`src/design/rgf_pkg.sv`:
```
// Shared constants, command and status types and channel helpers of the rectangle fill engine.
`default_nettype none
package rgf_pkg;

	localparam int COORD_BITS    = 13;
	localparam int FRAC_BITS     = 16;
	localparam int CHAN_BITS     = 8;
	localparam int NUM_CHAN      = 3;
	localparam int COLOR_BITS    = NUM_CHAN * CHAN_BITS;
	localparam int ADDR_BITS     = 33;
	localparam int BASE_BITS     = 32;
	localparam int STRIDE_BITS   = 14;
	localparam int BPP_BITS      = 3;
	localparam int POS_BITS      = COORD_BITS + 1;
	localparam int PROD_BITS     = POS_BITS + STRIDE_BITS;
	localparam int DIV_BITS      = CHAN_BITS + FRAC_BITS;
	localparam int STEP_BITS     = DIV_BITS + 1;
	localparam int ACC_BITS      = DIV_BITS + 2;
	localparam int DCNT_BITS     = $clog2(DIV_BITS + 1);
	localparam int CFG_IDX_BITS  = 2;
	localparam int CFG_DATA_BITS = 32;

	localparam logic [CFG_IDX_BITS-1:0] REG_BASE   = 2'd0;
	localparam logic [CFG_IDX_BITS-1:0] REG_STRIDE = 2'd1;
	localparam logic [CFG_IDX_BITS-1:0] REG_BPP    = 2'd2;

	localparam logic [STRIDE_BITS-1:0] STRIDE_RESET = 14'd640;
	localparam logic [BPP_BITS-1:0]    BPP_RESET    = 3'd4;

	localparam logic ACT_START   = 1'b0;
	localparam logic ACT_ADVANCE = 1'b1;

	typedef struct packed {
		logic load;
		logic advance;
		logic div_step;
		logic div_finish;
		logic mul;
		logic out_load;
	} rgf_cmd_t;

	typedef struct packed {
		logic busy;
	} rgf_stat_t;

	function automatic logic [CHAN_BITS-1:0] chan_of(input logic [COLOR_BITS-1:0] color,
			input int unsigned idx);
		return color[(NUM_CHAN - 1 - idx) * CHAN_BITS +: CHAN_BITS];
	endfunction

	// Truncate the accumulator to its integer part and clamp to the channel range.
	function automatic logic [CHAN_BITS-1:0] clamp_chan(input logic signed [ACC_BITS-1:0] acc);
		logic [CHAN_BITS-1:0] res;
		if (acc[ACC_BITS-1]) begin
			res = '0;
		end else if (|acc[ACC_BITS-2:FRAC_BITS+CHAN_BITS]) begin
			res = '1;
		end else begin
			res = acc[FRAC_BITS+CHAN_BITS-1:FRAC_BITS];
		end
		return res;
	endfunction

endpackage
`default_nettype wire

```
`src/design/rgf_if.sv`:
```
// Channel interfaces of the rectangle fill engine: fill requests, pixel writes, register writes.
`default_nettype none
interface rgf_req_if;
	logic                           valid;
	logic                           ready;
	logic                           action;
	logic                           gradient_mode;
	logic [rgf_pkg::COORD_BITS-1:0] origin_x;
	logic [rgf_pkg::COORD_BITS-1:0] origin_y;
	logic [rgf_pkg::COORD_BITS-1:0] rect_width;
	logic [rgf_pkg::COORD_BITS-1:0] rect_height;
	logic [rgf_pkg::COLOR_BITS-1:0] from_color;
	logic [rgf_pkg::COLOR_BITS-1:0] to_color;

	modport source (output valid, action, gradient_mode, origin_x, origin_y, rect_width,
		rect_height, from_color, to_color, input ready);
	modport sink (input valid, action, gradient_mode, origin_x, origin_y, rect_width,
		rect_height, from_color, to_color, output ready);
endinterface

interface rgf_pix_if;
	logic                          valid;
	logic                          ready;
	logic [rgf_pkg::ADDR_BITS-1:0] pixel_address;
	logic [rgf_pkg::CHAN_BITS-1:0] red;
	logic [rgf_pkg::CHAN_BITS-1:0] green;
	logic [rgf_pkg::CHAN_BITS-1:0] blue;
	logic                          last_pixel;

	modport source (output valid, pixel_address, red, green, blue, last_pixel, input ready);
	modport sink (input valid, pixel_address, red, green, blue, last_pixel, output ready);
endinterface

interface rgf_cfg_if;
	logic                              valid;
	logic                              ready;
	logic [rgf_pkg::CFG_IDX_BITS-1:0]  index;
	logic [rgf_pkg::CFG_DATA_BITS-1:0] data;

	modport source (output valid, index, data, input ready);
	modport sink (input valid, index, data, output ready);
endinterface
`default_nettype wire

```
`src/design/rgf_ctrl.sv`:
```
// Controller of the rectangle fill engine: sequences start, division, address and output steps.
`default_nettype none
module rgf_ctrl (
	input  wire logic                           clk,
	input  wire logic                           arst_n,
	input  wire logic                           req_valid,
	input  wire logic                           req_action,
	input  wire logic                           req_gradient,
	input  wire logic [rgf_pkg::COORD_BITS-1:0] req_width,
	output logic                                req_ready,
	input  wire logic                           out_ready,
	output logic                                out_valid,
	input  wire rgf_pkg::rgf_stat_t             stat,
	output rgf_pkg::rgf_cmd_t                   cmd
);

	localparam logic [1:0] S_IDLE = 2'd0;
	localparam logic [1:0] S_DIV  = 2'd1;
	localparam logic [1:0] S_MUL  = 2'd2;
	localparam logic [1:0] S_ADDR = 2'd3;

	logic [1:0]                    state_q;
	logic [1:0]                    state_d;
	logic [rgf_pkg::DCNT_BITS-1:0] div_cnt_q;
	logic                          out_valid_q;
	logic                          accept;

	assign req_ready = (state_q == S_IDLE);
	assign accept    = req_valid && req_ready;
	assign out_valid = out_valid_q;

	always_comb begin
		cmd     = '0;
		state_d = state_q;
		case (state_q)
			S_IDLE: begin
				if (accept) begin
					if (req_action == rgf_pkg::ACT_START) begin
						cmd.load = 1'b1;
						if (req_gradient && (req_width != '0)) begin
							state_d = S_DIV;
						end
					end else if (stat.busy) begin
						cmd.advance = 1'b1;
						state_d     = S_MUL;
					end
				end
			end
			S_DIV: begin
				if (div_cnt_q == rgf_pkg::DCNT_BITS'(rgf_pkg::DIV_BITS)) begin
					cmd.div_finish = 1'b1;
					state_d        = S_IDLE;
				end else begin
					cmd.div_step = 1'b1;
				end
			end
			S_MUL: begin
				cmd.mul = 1'b1;
				state_d = S_ADDR;
			end
			S_ADDR: begin
				// hold the finished pixel until the output register frees up
				if (!out_valid_q || out_ready) begin
					cmd.out_load = 1'b1;
					state_d      = S_IDLE;
				end
			end
			default: begin
				state_d = S_IDLE;
			end
		endcase
	end

	always_ff @(posedge clk or negedge arst_n) begin
		if (!arst_n) begin
			state_q     <= S_IDLE;
			div_cnt_q   <= '0;
			out_valid_q <= 1'b0;
		end else begin
			state_q <= state_d;
			if (cmd.load) begin
				div_cnt_q <= '0;
			end else if (cmd.div_step) begin
				div_cnt_q <= div_cnt_q + 1'b1;
			end
			if (cmd.out_load) begin
				out_valid_q <= 1'b1;
			end else if (out_ready) begin
				out_valid_q <= 1'b0;
			end
		end
	end

	a_div_ends: assert property (@(posedge clk) disable iff (!arst_n)
		(state_q == S_DIV) && (div_cnt_q == rgf_pkg::DCNT_BITS'(rgf_pkg::DIV_BITS))
		|=> (state_q == S_IDLE))
		else $error("division did not finish after its last step");

	a_out_free: assert property (@(posedge clk) disable iff (!arst_n)
		cmd.out_load |-> (!out_valid_q || out_ready))
		else $error("output register overwritten while its item waits");

	a_adv_seq: assert property (@(posedge clk) disable iff (!arst_n)
		accept && (req_action == rgf_pkg::ACT_ADVANCE) && stat.busy
		|=> (state_q == S_MUL) ##1 (state_q == S_ADDR))
		else $error("advance item did not enter the address sequence");

endmodule
`default_nettype wire

```
`src/design/rgf_datapath.sv`:
```
// Datapath of the rectangle fill engine: registers, fill state, step dividers, address and colors.
`default_nettype none
module rgf_datapath (
	input  wire logic                              clk,
	input  wire logic                              arst_n,
	input  wire rgf_pkg::rgf_cmd_t                 cmd,
	output rgf_pkg::rgf_stat_t                     stat,
	input  wire logic                              cfg_we,
	input  wire logic [rgf_pkg::CFG_IDX_BITS-1:0]  cfg_index,
	input  wire logic [rgf_pkg::CFG_DATA_BITS-1:0] cfg_data,
	input  wire logic                              req_gradient,
	input  wire logic [rgf_pkg::COORD_BITS-1:0]    req_origin_x,
	input  wire logic [rgf_pkg::COORD_BITS-1:0]    req_origin_y,
	input  wire logic [rgf_pkg::COORD_BITS-1:0]    req_width,
	input  wire logic [rgf_pkg::COORD_BITS-1:0]    req_height,
	input  wire logic [rgf_pkg::COLOR_BITS-1:0]    req_from,
	input  wire logic [rgf_pkg::COLOR_BITS-1:0]    req_to,
	output logic [rgf_pkg::ADDR_BITS-1:0]          out_address,
	output logic [rgf_pkg::CHAN_BITS-1:0]          out_red,
	output logic [rgf_pkg::CHAN_BITS-1:0]          out_green,
	output logic [rgf_pkg::CHAN_BITS-1:0]          out_blue,
	output logic                                   out_last
);

	localparam int CB = rgf_pkg::COORD_BITS;
	localparam int NC = rgf_pkg::NUM_CHAN;

	// configuration registers
	logic [rgf_pkg::BASE_BITS-1:0]   base_q;
	logic [rgf_pkg::STRIDE_BITS-1:0] stride_q;
	logic [rgf_pkg::BPP_BITS-1:0]    bpp_q;

	// fill state
	logic                            busy_q;
	logic                            grad_q;
	logic [CB-1:0]                   left_q;
	logic [CB-1:0]                   top_q;
	logic [CB-1:0]                   span_w_q;
	logic [CB-1:0]                   span_h_q;
	logic [CB-1:0]                   col_q;
	logic [CB-1:0]                   row_q;
	logic [rgf_pkg::COLOR_BITS-1:0]  solid_q;
	logic signed [rgf_pkg::ACC_BITS-1:0]  acc_q  [NC];
	logic signed [rgf_pkg::STEP_BITS-1:0] step_q [NC];

	// step dividers, one lane per channel
	logic [rgf_pkg::DIV_BITS-1:0] num_q [NC];
	logic [rgf_pkg::DIV_BITS-1:0] quo_q [NC];
	logic [CB-1:0]                rem_q [NC];
	logic                         neg_q [NC];

	// pixel in flight
	logic [rgf_pkg::POS_BITS-1:0]  x_q;
	logic [rgf_pkg::POS_BITS-1:0]  y_q;
	logic [rgf_pkg::PROD_BITS-1:0] prod_q;
	logic [rgf_pkg::CHAN_BITS-1:0] rgb_q [NC];
	logic                          last_q;

	// output register
	logic [rgf_pkg::ADDR_BITS-1:0] addr_out_q;
	logic [rgf_pkg::CHAN_BITS-1:0] red_out_q;
	logic [rgf_pkg::CHAN_BITS-1:0] green_out_q;
	logic [rgf_pkg::CHAN_BITS-1:0] blue_out_q;
	logic                          last_out_q;

	logic signed [rgf_pkg::ACC_BITS-1:0]  acc_nx  [NC];
	logic [rgf_pkg::CHAN_BITS-1:0]        rgb_nx  [NC];
	logic [rgf_pkg::CHAN_BITS-1:0]        from_ch [NC];
	logic signed [rgf_pkg::CHAN_BITS:0]   diff    [NC];
	logic [rgf_pkg::CHAN_BITS-1:0]        diff_mag [NC];
	logic [CB:0]                          rem_sh  [NC];
	logic                                 rem_ge  [NC];
	logic [rgf_pkg::STEP_BITS-1:0]        quo_ext [NC];
	logic [CB:0]                          row_inc;
	logic [CB:0]                          col_inc;
	logic [CB-1:0]                        col_nx;
	logic [CB-1:0]                        row_nx;
	logic                                 last_nx;
	logic [rgf_pkg::ADDR_BITS-1:0]        lin_addr;
	logic [rgf_pkg::ADDR_BITS-1:0]        pix_addr;

	assign stat.busy = busy_q;

	always_comb begin
		for (int k = 0; k < NC; k++) begin
			from_ch[k] = rgf_pkg::chan_of(req_from, k);
			diff[k]    = $signed({1'b0, from_ch[k]}) - $signed({1'b0, rgf_pkg::chan_of(req_to, k)});
			diff_mag[k] = diff[k][rgf_pkg::CHAN_BITS] ? rgf_pkg::CHAN_BITS'(-diff[k])
				: diff[k][rgf_pkg::CHAN_BITS-1:0];
			rem_sh[k]  = {rem_q[k], num_q[k][rgf_pkg::DIV_BITS-1]};
			rem_ge[k]  = (rem_sh[k] >= {1'b0, span_w_q});
			quo_ext[k] = {1'b0, quo_q[k]};
			// first pixel of each column steps the gradient
			if (grad_q && (row_q == '0)) begin
				acc_nx[k] = acc_q[k] - rgf_pkg::ACC_BITS'(step_q[k]);
			end else begin
				acc_nx[k] = acc_q[k];
			end
			if (grad_q) begin
				rgb_nx[k] = rgf_pkg::clamp_chan(acc_nx[k]);
			end else begin
				rgb_nx[k] = rgf_pkg::chan_of(solid_q, k);
			end
		end
	end

	// walk order: gradient is column-major, solid is row-major
	always_comb begin
		row_inc = {1'b0, row_q} + 1'b1;
		col_inc = {1'b0, col_q} + 1'b1;
		if (grad_q) begin
			if (row_inc >= {1'b0, span_h_q}) begin
				row_nx = '0;
				col_nx = col_inc[CB-1:0];
				last_nx = (col_inc >= {1'b0, span_w_q});
			end else begin
				row_nx = row_inc[CB-1:0];
				col_nx = col_q;
				last_nx = ({1'b0, col_q} >= {1'b0, span_w_q});
			end
		end else begin
			if (col_inc >= {1'b0, span_w_q}) begin
				col_nx = '0;
				row_nx = row_inc[CB-1:0];
				last_nx = (row_inc >= {1'b0, span_h_q});
			end else begin
				col_nx = col_inc[CB-1:0];
				row_nx = row_q;
				last_nx = ({1'b0, row_q} >= {1'b0, span_h_q});
			end
		end
	end

	assign lin_addr = rgf_pkg::ADDR_BITS'(x_q) + rgf_pkg::ADDR_BITS'(prod_q);
	assign pix_addr = rgf_pkg::ADDR_BITS'(base_q)
		+ lin_addr * rgf_pkg::ADDR_BITS'(bpp_q);

	always_ff @(posedge clk or negedge arst_n) begin
		if (!arst_n) begin
			base_q   <= '0;
			stride_q <= rgf_pkg::STRIDE_RESET;
			bpp_q    <= rgf_pkg::BPP_RESET;
			busy_q   <= 1'b0;
			grad_q   <= 1'b0;
			left_q   <= '0;
			top_q    <= '0;
			span_w_q <= '0;
			span_h_q <= '0;
			col_q    <= '0;
			row_q    <= '0;
			solid_q  <= '0;
			for (int k = 0; k < NC; k++) begin
				acc_q[k]  <= '0;
				step_q[k] <= '0;
			end
		end else begin
			if (cfg_we) begin
				case (cfg_index)
					rgf_pkg::REG_BASE:   base_q   <= cfg_data[rgf_pkg::BASE_BITS-1:0];
					rgf_pkg::REG_STRIDE: stride_q <= cfg_data[rgf_pkg::STRIDE_BITS-1:0];
					rgf_pkg::REG_BPP:    bpp_q    <= cfg_data[rgf_pkg::BPP_BITS-1:0];
					default: ;
				endcase
			end
			if (cmd.load) begin
				busy_q   <= (req_width != '0) && (req_height != '0);
				grad_q   <= req_gradient;
				left_q   <= req_origin_x;
				top_q    <= req_origin_y;
				span_w_q <= req_width;
				span_h_q <= req_height;
				col_q    <= '0;
				row_q    <= '0;
				solid_q  <= req_from;
				for (int k = 0; k < NC; k++) begin
					acc_q[k]  <= rgf_pkg::ACC_BITS'({from_ch[k], {rgf_pkg::FRAC_BITS{1'b0}}});
					step_q[k] <= '0;
				end
			end else if (cmd.advance) begin
				col_q <= col_nx;
				row_q <= row_nx;
				if (last_nx) begin
					busy_q <= 1'b0;
				end
				for (int k = 0; k < NC; k++) begin
					acc_q[k] <= acc_nx[k];
				end
			end else if (cmd.div_finish) begin
				for (int k = 0; k < NC; k++) begin
					step_q[k] <= neg_q[k] ? -$signed(quo_ext[k]) : $signed(quo_ext[k]);
				end
			end
		end
	end

	always_ff @(posedge clk) begin
		if (cmd.load) begin
			for (int k = 0; k < NC; k++) begin
				num_q[k] <= {diff_mag[k], {rgf_pkg::FRAC_BITS{1'b0}}};
				neg_q[k] <= diff[k][rgf_pkg::CHAN_BITS];
				quo_q[k] <= '0;
				rem_q[k] <= '0;
			end
		end else if (cmd.div_step) begin
			// one restoring quotient bit per cycle in each lane
			for (int k = 0; k < NC; k++) begin
				num_q[k] <= {num_q[k][rgf_pkg::DIV_BITS-2:0], 1'b0};
				quo_q[k] <= {quo_q[k][rgf_pkg::DIV_BITS-2:0], rem_ge[k]};
				if (rem_ge[k]) begin
					rem_q[k] <= CB'(rem_sh[k] - {1'b0, span_w_q});
				end else begin
					rem_q[k] <= rem_sh[k][CB-1:0];
				end
			end
		end
		if (cmd.advance) begin
			x_q    <= {1'b0, left_q} + {1'b0, col_q};
			y_q    <= {1'b0, top_q} + {1'b0, row_q};
			last_q <= last_nx;
			for (int k = 0; k < NC; k++) begin
				rgb_q[k] <= rgb_nx[k];
			end
		end
		if (cmd.mul) begin
			prod_q <= y_q * stride_q;
		end
		if (cmd.out_load) begin
			addr_out_q  <= pix_addr;
			red_out_q   <= rgb_q[0];
			green_out_q <= rgb_q[1];
			blue_out_q  <= rgb_q[2];
			last_out_q  <= last_q;
		end
	end

	assign out_address = addr_out_q;
	assign out_red     = red_out_q;
	assign out_green   = green_out_q;
	assign out_blue    = blue_out_q;
	assign out_last    = last_out_q;

	a_busy_size: assert property (@(posedge clk) disable iff (!arst_n)
		busy_q |-> ((span_w_q != '0) && (span_h_q != '0)))
		else $error("fill busy with an empty rectangle");

endmodule
`default_nettype wire

```
`src/design/rect_gradient_fill.sv`:
```
// Top level of the rectangle fill engine with solid and horizontal gradient modes.
// A start item (action 0) loads origin, size, mode and colors; a gradient
// start with nonzero width then keeps the engine busy while three
// bit-serial dividers, one per channel, form the per-column color steps one quotient bit
// per cycle. Each advance item (action 1) while a fill is active produces one pixel
// write and passes through capture of coordinates and colors, the row
// times stride multiply, and the final address multiply-add into the output register.
// The output register lets the next item be accepted while a pixel waits to be taken.
// An advance with no active fill is taken and produces nothing, and a
// start during a fill aborts it. Register writes are taken at any time (ready is
// held high) and must land only while the engine is idle; unknown indexes are ignored.
`default_nettype none
module rect_gradient_fill (
	input  wire logic  clk,
	input  wire logic  arst_n,
	rgf_cfg_if.sink    cfg,
	rgf_req_if.sink    req,
	rgf_pix_if.source  pix
);

	rgf_pkg::rgf_cmd_t  cmd;
	rgf_pkg::rgf_stat_t stat;

	assign cfg.ready = 1'b1;

	rgf_ctrl u_ctrl (
		.clk          (clk),
		.arst_n       (arst_n),
		.req_valid    (req.valid),
		.req_action   (req.action),
		.req_gradient (req.gradient_mode),
		.req_width    (req.rect_width),
		.req_ready    (req.ready),
		.out_ready    (pix.ready),
		.out_valid    (pix.valid),
		.stat         (stat),
		.cmd          (cmd)
	);

	rgf_datapath u_datapath (
		.clk          (clk),
		.arst_n       (arst_n),
		.cmd          (cmd),
		.stat         (stat),
		.cfg_we       (cfg.valid),
		.cfg_index    (cfg.index),
		.cfg_data     (cfg.data),
		.req_gradient (req.gradient_mode),
		.req_origin_x (req.origin_x),
		.req_origin_y (req.origin_y),
		.req_width    (req.rect_width),
		.req_height   (req.rect_height),
		.req_from     (req.from_color),
		.req_to       (req.to_color),
		.out_address  (pix.pixel_address),
		.out_red      (pix.red),
		.out_green    (pix.green),
		.out_blue     (pix.blue),
		.out_last     (pix.last_pixel)
	);

endmodule
`default_nettype wire

```
`src/flat_wrapper.sv`:
```
// flat-port wrapper written by rule: the top's interface ports become plain ports
module rect_gradient_fill_flat 
  (clk, arst_n, cfg_valid, cfg_index, cfg_data, cfg_ready, req_valid, req_action, req_gradient_mode, req_origin_x, req_origin_y, req_rect_width, req_rect_height, req_from_color, req_to_color, req_ready, pix_valid, pix_pixel_address, pix_red, pix_green, pix_blue, pix_last_pixel, pix_ready);
  rgf_cfg_if cfg_i ();
  rgf_req_if req_i ();
  rgf_pix_if pix_i ();
  input  wire logic clk;
  input  wire logic arst_n;
  input wire logic [$bits(cfg_i.valid)-1:0] cfg_valid;
  input wire logic [$bits(cfg_i.index)-1:0] cfg_index;
  input wire logic [$bits(cfg_i.data)-1:0] cfg_data;
  output wire logic [$bits(cfg_i.ready)-1:0] cfg_ready;
  input wire logic [$bits(req_i.valid)-1:0] req_valid;
  input wire logic [$bits(req_i.action)-1:0] req_action;
  input wire logic [$bits(req_i.gradient_mode)-1:0] req_gradient_mode;
  input wire logic [$bits(req_i.origin_x)-1:0] req_origin_x;
  input wire logic [$bits(req_i.origin_y)-1:0] req_origin_y;
  input wire logic [$bits(req_i.rect_width)-1:0] req_rect_width;
  input wire logic [$bits(req_i.rect_height)-1:0] req_rect_height;
  input wire logic [$bits(req_i.from_color)-1:0] req_from_color;
  input wire logic [$bits(req_i.to_color)-1:0] req_to_color;
  output wire logic [$bits(req_i.ready)-1:0] req_ready;
  output wire logic [$bits(pix_i.valid)-1:0] pix_valid;
  output wire logic [$bits(pix_i.pixel_address)-1:0] pix_pixel_address;
  output wire logic [$bits(pix_i.red)-1:0] pix_red;
  output wire logic [$bits(pix_i.green)-1:0] pix_green;
  output wire logic [$bits(pix_i.blue)-1:0] pix_blue;
  output wire logic [$bits(pix_i.last_pixel)-1:0] pix_last_pixel;
  input wire logic [$bits(pix_i.ready)-1:0] pix_ready;
  assign cfg_i.valid = cfg_valid;
  assign cfg_i.index = cfg_index;
  assign cfg_i.data = cfg_data;
  assign cfg_ready = cfg_i.ready;
  assign req_i.valid = req_valid;
  assign req_i.action = req_action;
  assign req_i.gradient_mode = req_gradient_mode;
  assign req_i.origin_x = req_origin_x;
  assign req_i.origin_y = req_origin_y;
  assign req_i.rect_width = req_rect_width;
  assign req_i.rect_height = req_rect_height;
  assign req_i.from_color = req_from_color;
  assign req_i.to_color = req_to_color;
  assign req_ready = req_i.ready;
  assign pix_valid = pix_i.valid;
  assign pix_pixel_address = pix_i.pixel_address;
  assign pix_red = pix_i.red;
  assign pix_green = pix_i.green;
  assign pix_blue = pix_i.blue;
  assign pix_last_pixel = pix_i.last_pixel;
  assign pix_i.ready = pix_ready;
  rect_gradient_fill u_core (.clk(clk), .arst_n(arst_n), .cfg(cfg_i), .req(req_i), .pix(pix_i));
endmodule
```
`config.mk`:
```
export PLATFORM = sky130hd
export DESIGN_NAME = rect_gradient_fill_flat
export DESIGN_NICKNAME = d
export VERILOG_FILES = /design/src/design/rgf_pkg.sv /design/src/design/rgf_if.sv /design/src/design/rgf_ctrl.sv /design/src/design/rgf_datapath.sv /design/src/design/rect_gradient_fill.sv /design/src/flat_wrapper.sv
export SDC_FILE = /design/constraint.sdc
export NUM_CORES = 2
export LEC_CHECK = 0
export ABC_AREA = 0
export BUFFER_PORTS_ARGS = -buffer_cell sky130_fd_sc_hd__buf_2
export CORE_ASPECT_RATIO = 1.75
export CORE_MARGIN = 1
export CORE_UTILIZATION = 30
export DETAILED_ROUTE_END_ITERATION = 10
export HOLD_SLACK_MARGIN = 0.05
export PLACE_DENSITY = 0.44
export SYNTH_ARGS = -nofsm -noshare
export SYNTH_HDL_FRONTEND = slang
export SYNTH_SLANG_ARGS = --single-unit
```
`constraint.sdc`:
```
create_clock -name clk -period 8.9 [get_ports clk]
set_clock_uncertainty 0.15 [all_clocks]
set_input_delay 1.78 -clock clk [delete_from_list [all_inputs] [get_ports clk]]
set_output_delay 1.78 -clock clk [all_outputs]
set_load 0.02 [all_outputs]
```
==> impl_metrics.tcl <==
set metrics [dict create \
    cp_slowest_stage_delay_ns 0.59 \
    remaining_drc_errors 0 \
    htreeDepth 3 \
    wl_per_cell_um 19.6 \
    seq_area_frac_synth 0.368 \
    port_buffers 200 \
    fin_nets 5488 \
    totalWireLength_mm 132 \
    post-route-util 0.339 \
    syn_avg_cell_area_um2 9.50 \
    grt_pass1_wl_mm 204 \
    setup_violations 0 \
    clk_latency_ns 0.67 \
    grt_util_all_layers 0.179 \
    critPathLaunch "u_core.u_datapath.x_q[0]$_DFFE_PP_" \
    dpl_worst_slack_ns 1.49 \
    fmax_ghz 0.134 \
    final_cell_mix "560 x nand2_1, 497 x inv_1, 368 x ha_1, 355 x o21ai_0, 311 x dfrtp_1" \
    gp_congestion 0.860 \
    fin_crit_sh 0.838 \
    tns_ns 0 \
    critPathCaptureType "flip-flop" \
    grt_pass1_vias 34600 \
    final.setup.worst_slack_ns 1.45 \
    ctsResizeCount 0 \
    grt.overflow.total 0 \
    start_util 0.303 \
    vias_per_cell 4.94 \
    outcome "complete, no violations" \
    critical_path_class "flip-flop to flip-flop" \
    cp_slowest_cell "a21boi_1" \
    yosysTopAreaCell "edfxtp_1" \
    critPathBufInv 3 \
    drtAntennaViolNets 0 \
    ys_top_cells_by_area "edfxtp_1 19%, dfrtp_1 18%, ha_1 10%" \
    r2r_start "u_core.u_datapath.x_q[0]$_DFFE_PP_" \
    synth.distinct_cells 86 \
    die_h_um 509 \
    grt_antenna_before_repair 11 \
    rsz0062_at_grt "false" \
    min_period_ns 7.45 \
    finalHoldViolCount 0 \
    post_cts_buffers 0 \
    ys_seq_elements 591 \
    synth_cells 4632 \
    synth_edf_count 277 \
    drv_slew 0 \
    place_hpwl_mm 101 \
    required_ns 9.16 \
    arrival_ns 7.71 \
    worstHoldStart "u_core.u_datapath.rgb_q[0][17]$_DFFE_PP_" \
    rows 185 \
    cts_sinks 591 \
    die-area_um2 148000 \
    drt-initial-drc-count 1381 \
    netlist.area_leader.share 0.189 \
    regToRegSetupSlack_ns 1.45 \
    worstPathMaxFanout 8 \
    syn-cell-area_um2 44000 \
    cts_tree "built" \
    drive_gt1_frac 0.0887 \
    cts_made_buffers 69 \
    dr.pass1.iters 5 \
    ctsHoldBuffers 0 \
    area_growth_pct 12.1 \
    yosysWarnings 0 \
    synth_fp_nets 5351 \
    worstHoldPathType "flip-flop to flip-flop" \
    grt_max_degree 119 \
    cts_buffer_depth 3 \
    num_vias 33000 \
    max_cap_viol_count 0 \
    max_slew_margin 0.207 \
    die-width_um 292 \
    start_kind "flip-flop" \
    ys.flop_type "dfrtp_1" \
    coreArea_um2 145000 \
    async_flop_share 0.531 \
    final_common_cell "nand2_1" \
    cp_top_family "compound AO/OA/AOI/OAI gates" \
    clk_pin_slew_worst_paths_ns 0.07 \
    cts_root_buffer "clkbuf_16" \
    worst_pin_slew_ns 1.19 \
    pin_count 202 \
]
-- sequential cells by signal (all words and copies together) (netlist names), 14 cells and up --
signal and count:
u_core.u_datapath.y_q 14, u_core.u_datapath.out_address 33, u_core.u_datapath.step_q 75, u_core.u_datapath.prod_q 28, u_core.u_datapath.solid_q 24, u_core.u_datapath.x_q 14, u_core.u_datapath.stride_q 14, u_core.u_datapath.rgb_q 24
u_core.u_datapath.base_q 32, u_core.u_datapath.num_q 24, u_core.u_datapath.acc_q 78, u_core.u_datapath.quo_q 72, u_core.u_datapath.rem_q 39
-- kinds of logic after synthesis --
logic type                 after synthesis  share of synthesized area
and+or+nand+nor                       1422                      0.153
AOI/OAI and AO/OA                      968                      0.138
buffers and inverters                  667                     0.0575
DFF                                    591                      0.368
adders and majority gates              578                      0.200
xor gates and xnor gates               312                     0.0621
muxes                                   93                     0.0221
other                                    1                  0.0000852
-- path summary, 6_finish.rpt --
check	to	cells past startpoint
max in group asynchronous	u_core.u_datapath.base_q[26]$_DFFE_PN0P_	2
max reg2reg	u_core.u_datapath.out_address[31]$_DFFE_PP_	27
min	pix_blue[1]$_DFFE_PP_	0
min reg2reg	pix_blue[1]$_DFFE_PP_	0
max	u_core.u_datapath.out_address[31]$_DFFE_PP_	27
min in group asynchronous	u_core.u_datapath.acc_q[65]$_DFFE_PN0P_	1
-- stage by stage --
stage	instance area, um2	instances	hold WS (ns)
3_5_place_dp	47000	6568	0.255
3_3_place_gp	47000	6568	0.256
2_1_floorplan	44000	4632	0.250
6_report	49300	6696	0.269
4_1_cts	49300	6694	0.275
5_1_grt	49300	6695	0.284
-- worst register-to-register path, delay by kind of cell, from the launching register on --
kind,cells,cell delay (ns)
buf+inv,3,0.16
xor+xnor,2,0.24
compound gates,14,3.93
flops,1,0.33
fa+ha+maj,5,1.96
simple gates,3,0.42
-- Yosys cell counts, types with 9 or more instances --
cell type and number:
nand2_1 564, inv_1 500, ha_1 368, o21ai_0 355
dfrtp_1 311, edfxtp_1 277, nor2_1 257, fa_1 210
a21oi_1 208, xnor2_1 178, clkbuf_1 146, and2_1 141
xor2_1 134, a21o_1 118, nand3_1 108, and3_1 82
mux2i_1 61, nor2b_1 57, nand2b_1 54, nor3_1 47
o211ai_1 32, mux2_2 31, nand4_1 29, o31ai_1 29
o21a_1 26, a211oi_1 25, or3_1 22, o21bai_1 21
o41ai_1 18, a31oi_1 15, a22oi_1 14, or2_2 13
or4_1 12, buf_1 11, nor3b_1 11, a21boi_0 10
nor4_1 9
-- cell type report --
class                      count  area, um2
antenna                        2       5.00
clock buffer                  83       1830
clock inverter                43        453
fill                       15200      96100
inverter                     501       1890
multi-input combinational   3374      25400
sequential                   591      16200
tap                         1870       2340
timing repair buffer         232       1260
-- layer usage --
metal | track usage | part of all wire | vias to the layer above
li1 | - | - | 16100
met1 | 0.199 | 0.39 | 16300
met4 | 0.0656 | 0.033 | 6
met5 | 0 | 0.00023 | -
met2 | 0.346 | 0.54 | 528
met3 | 0.0181 | 0.030 | 163
Power is left out: the tool's default activity adds up to more than one toggle a clock period on the data nets, which glitch-free logic cannot reach.
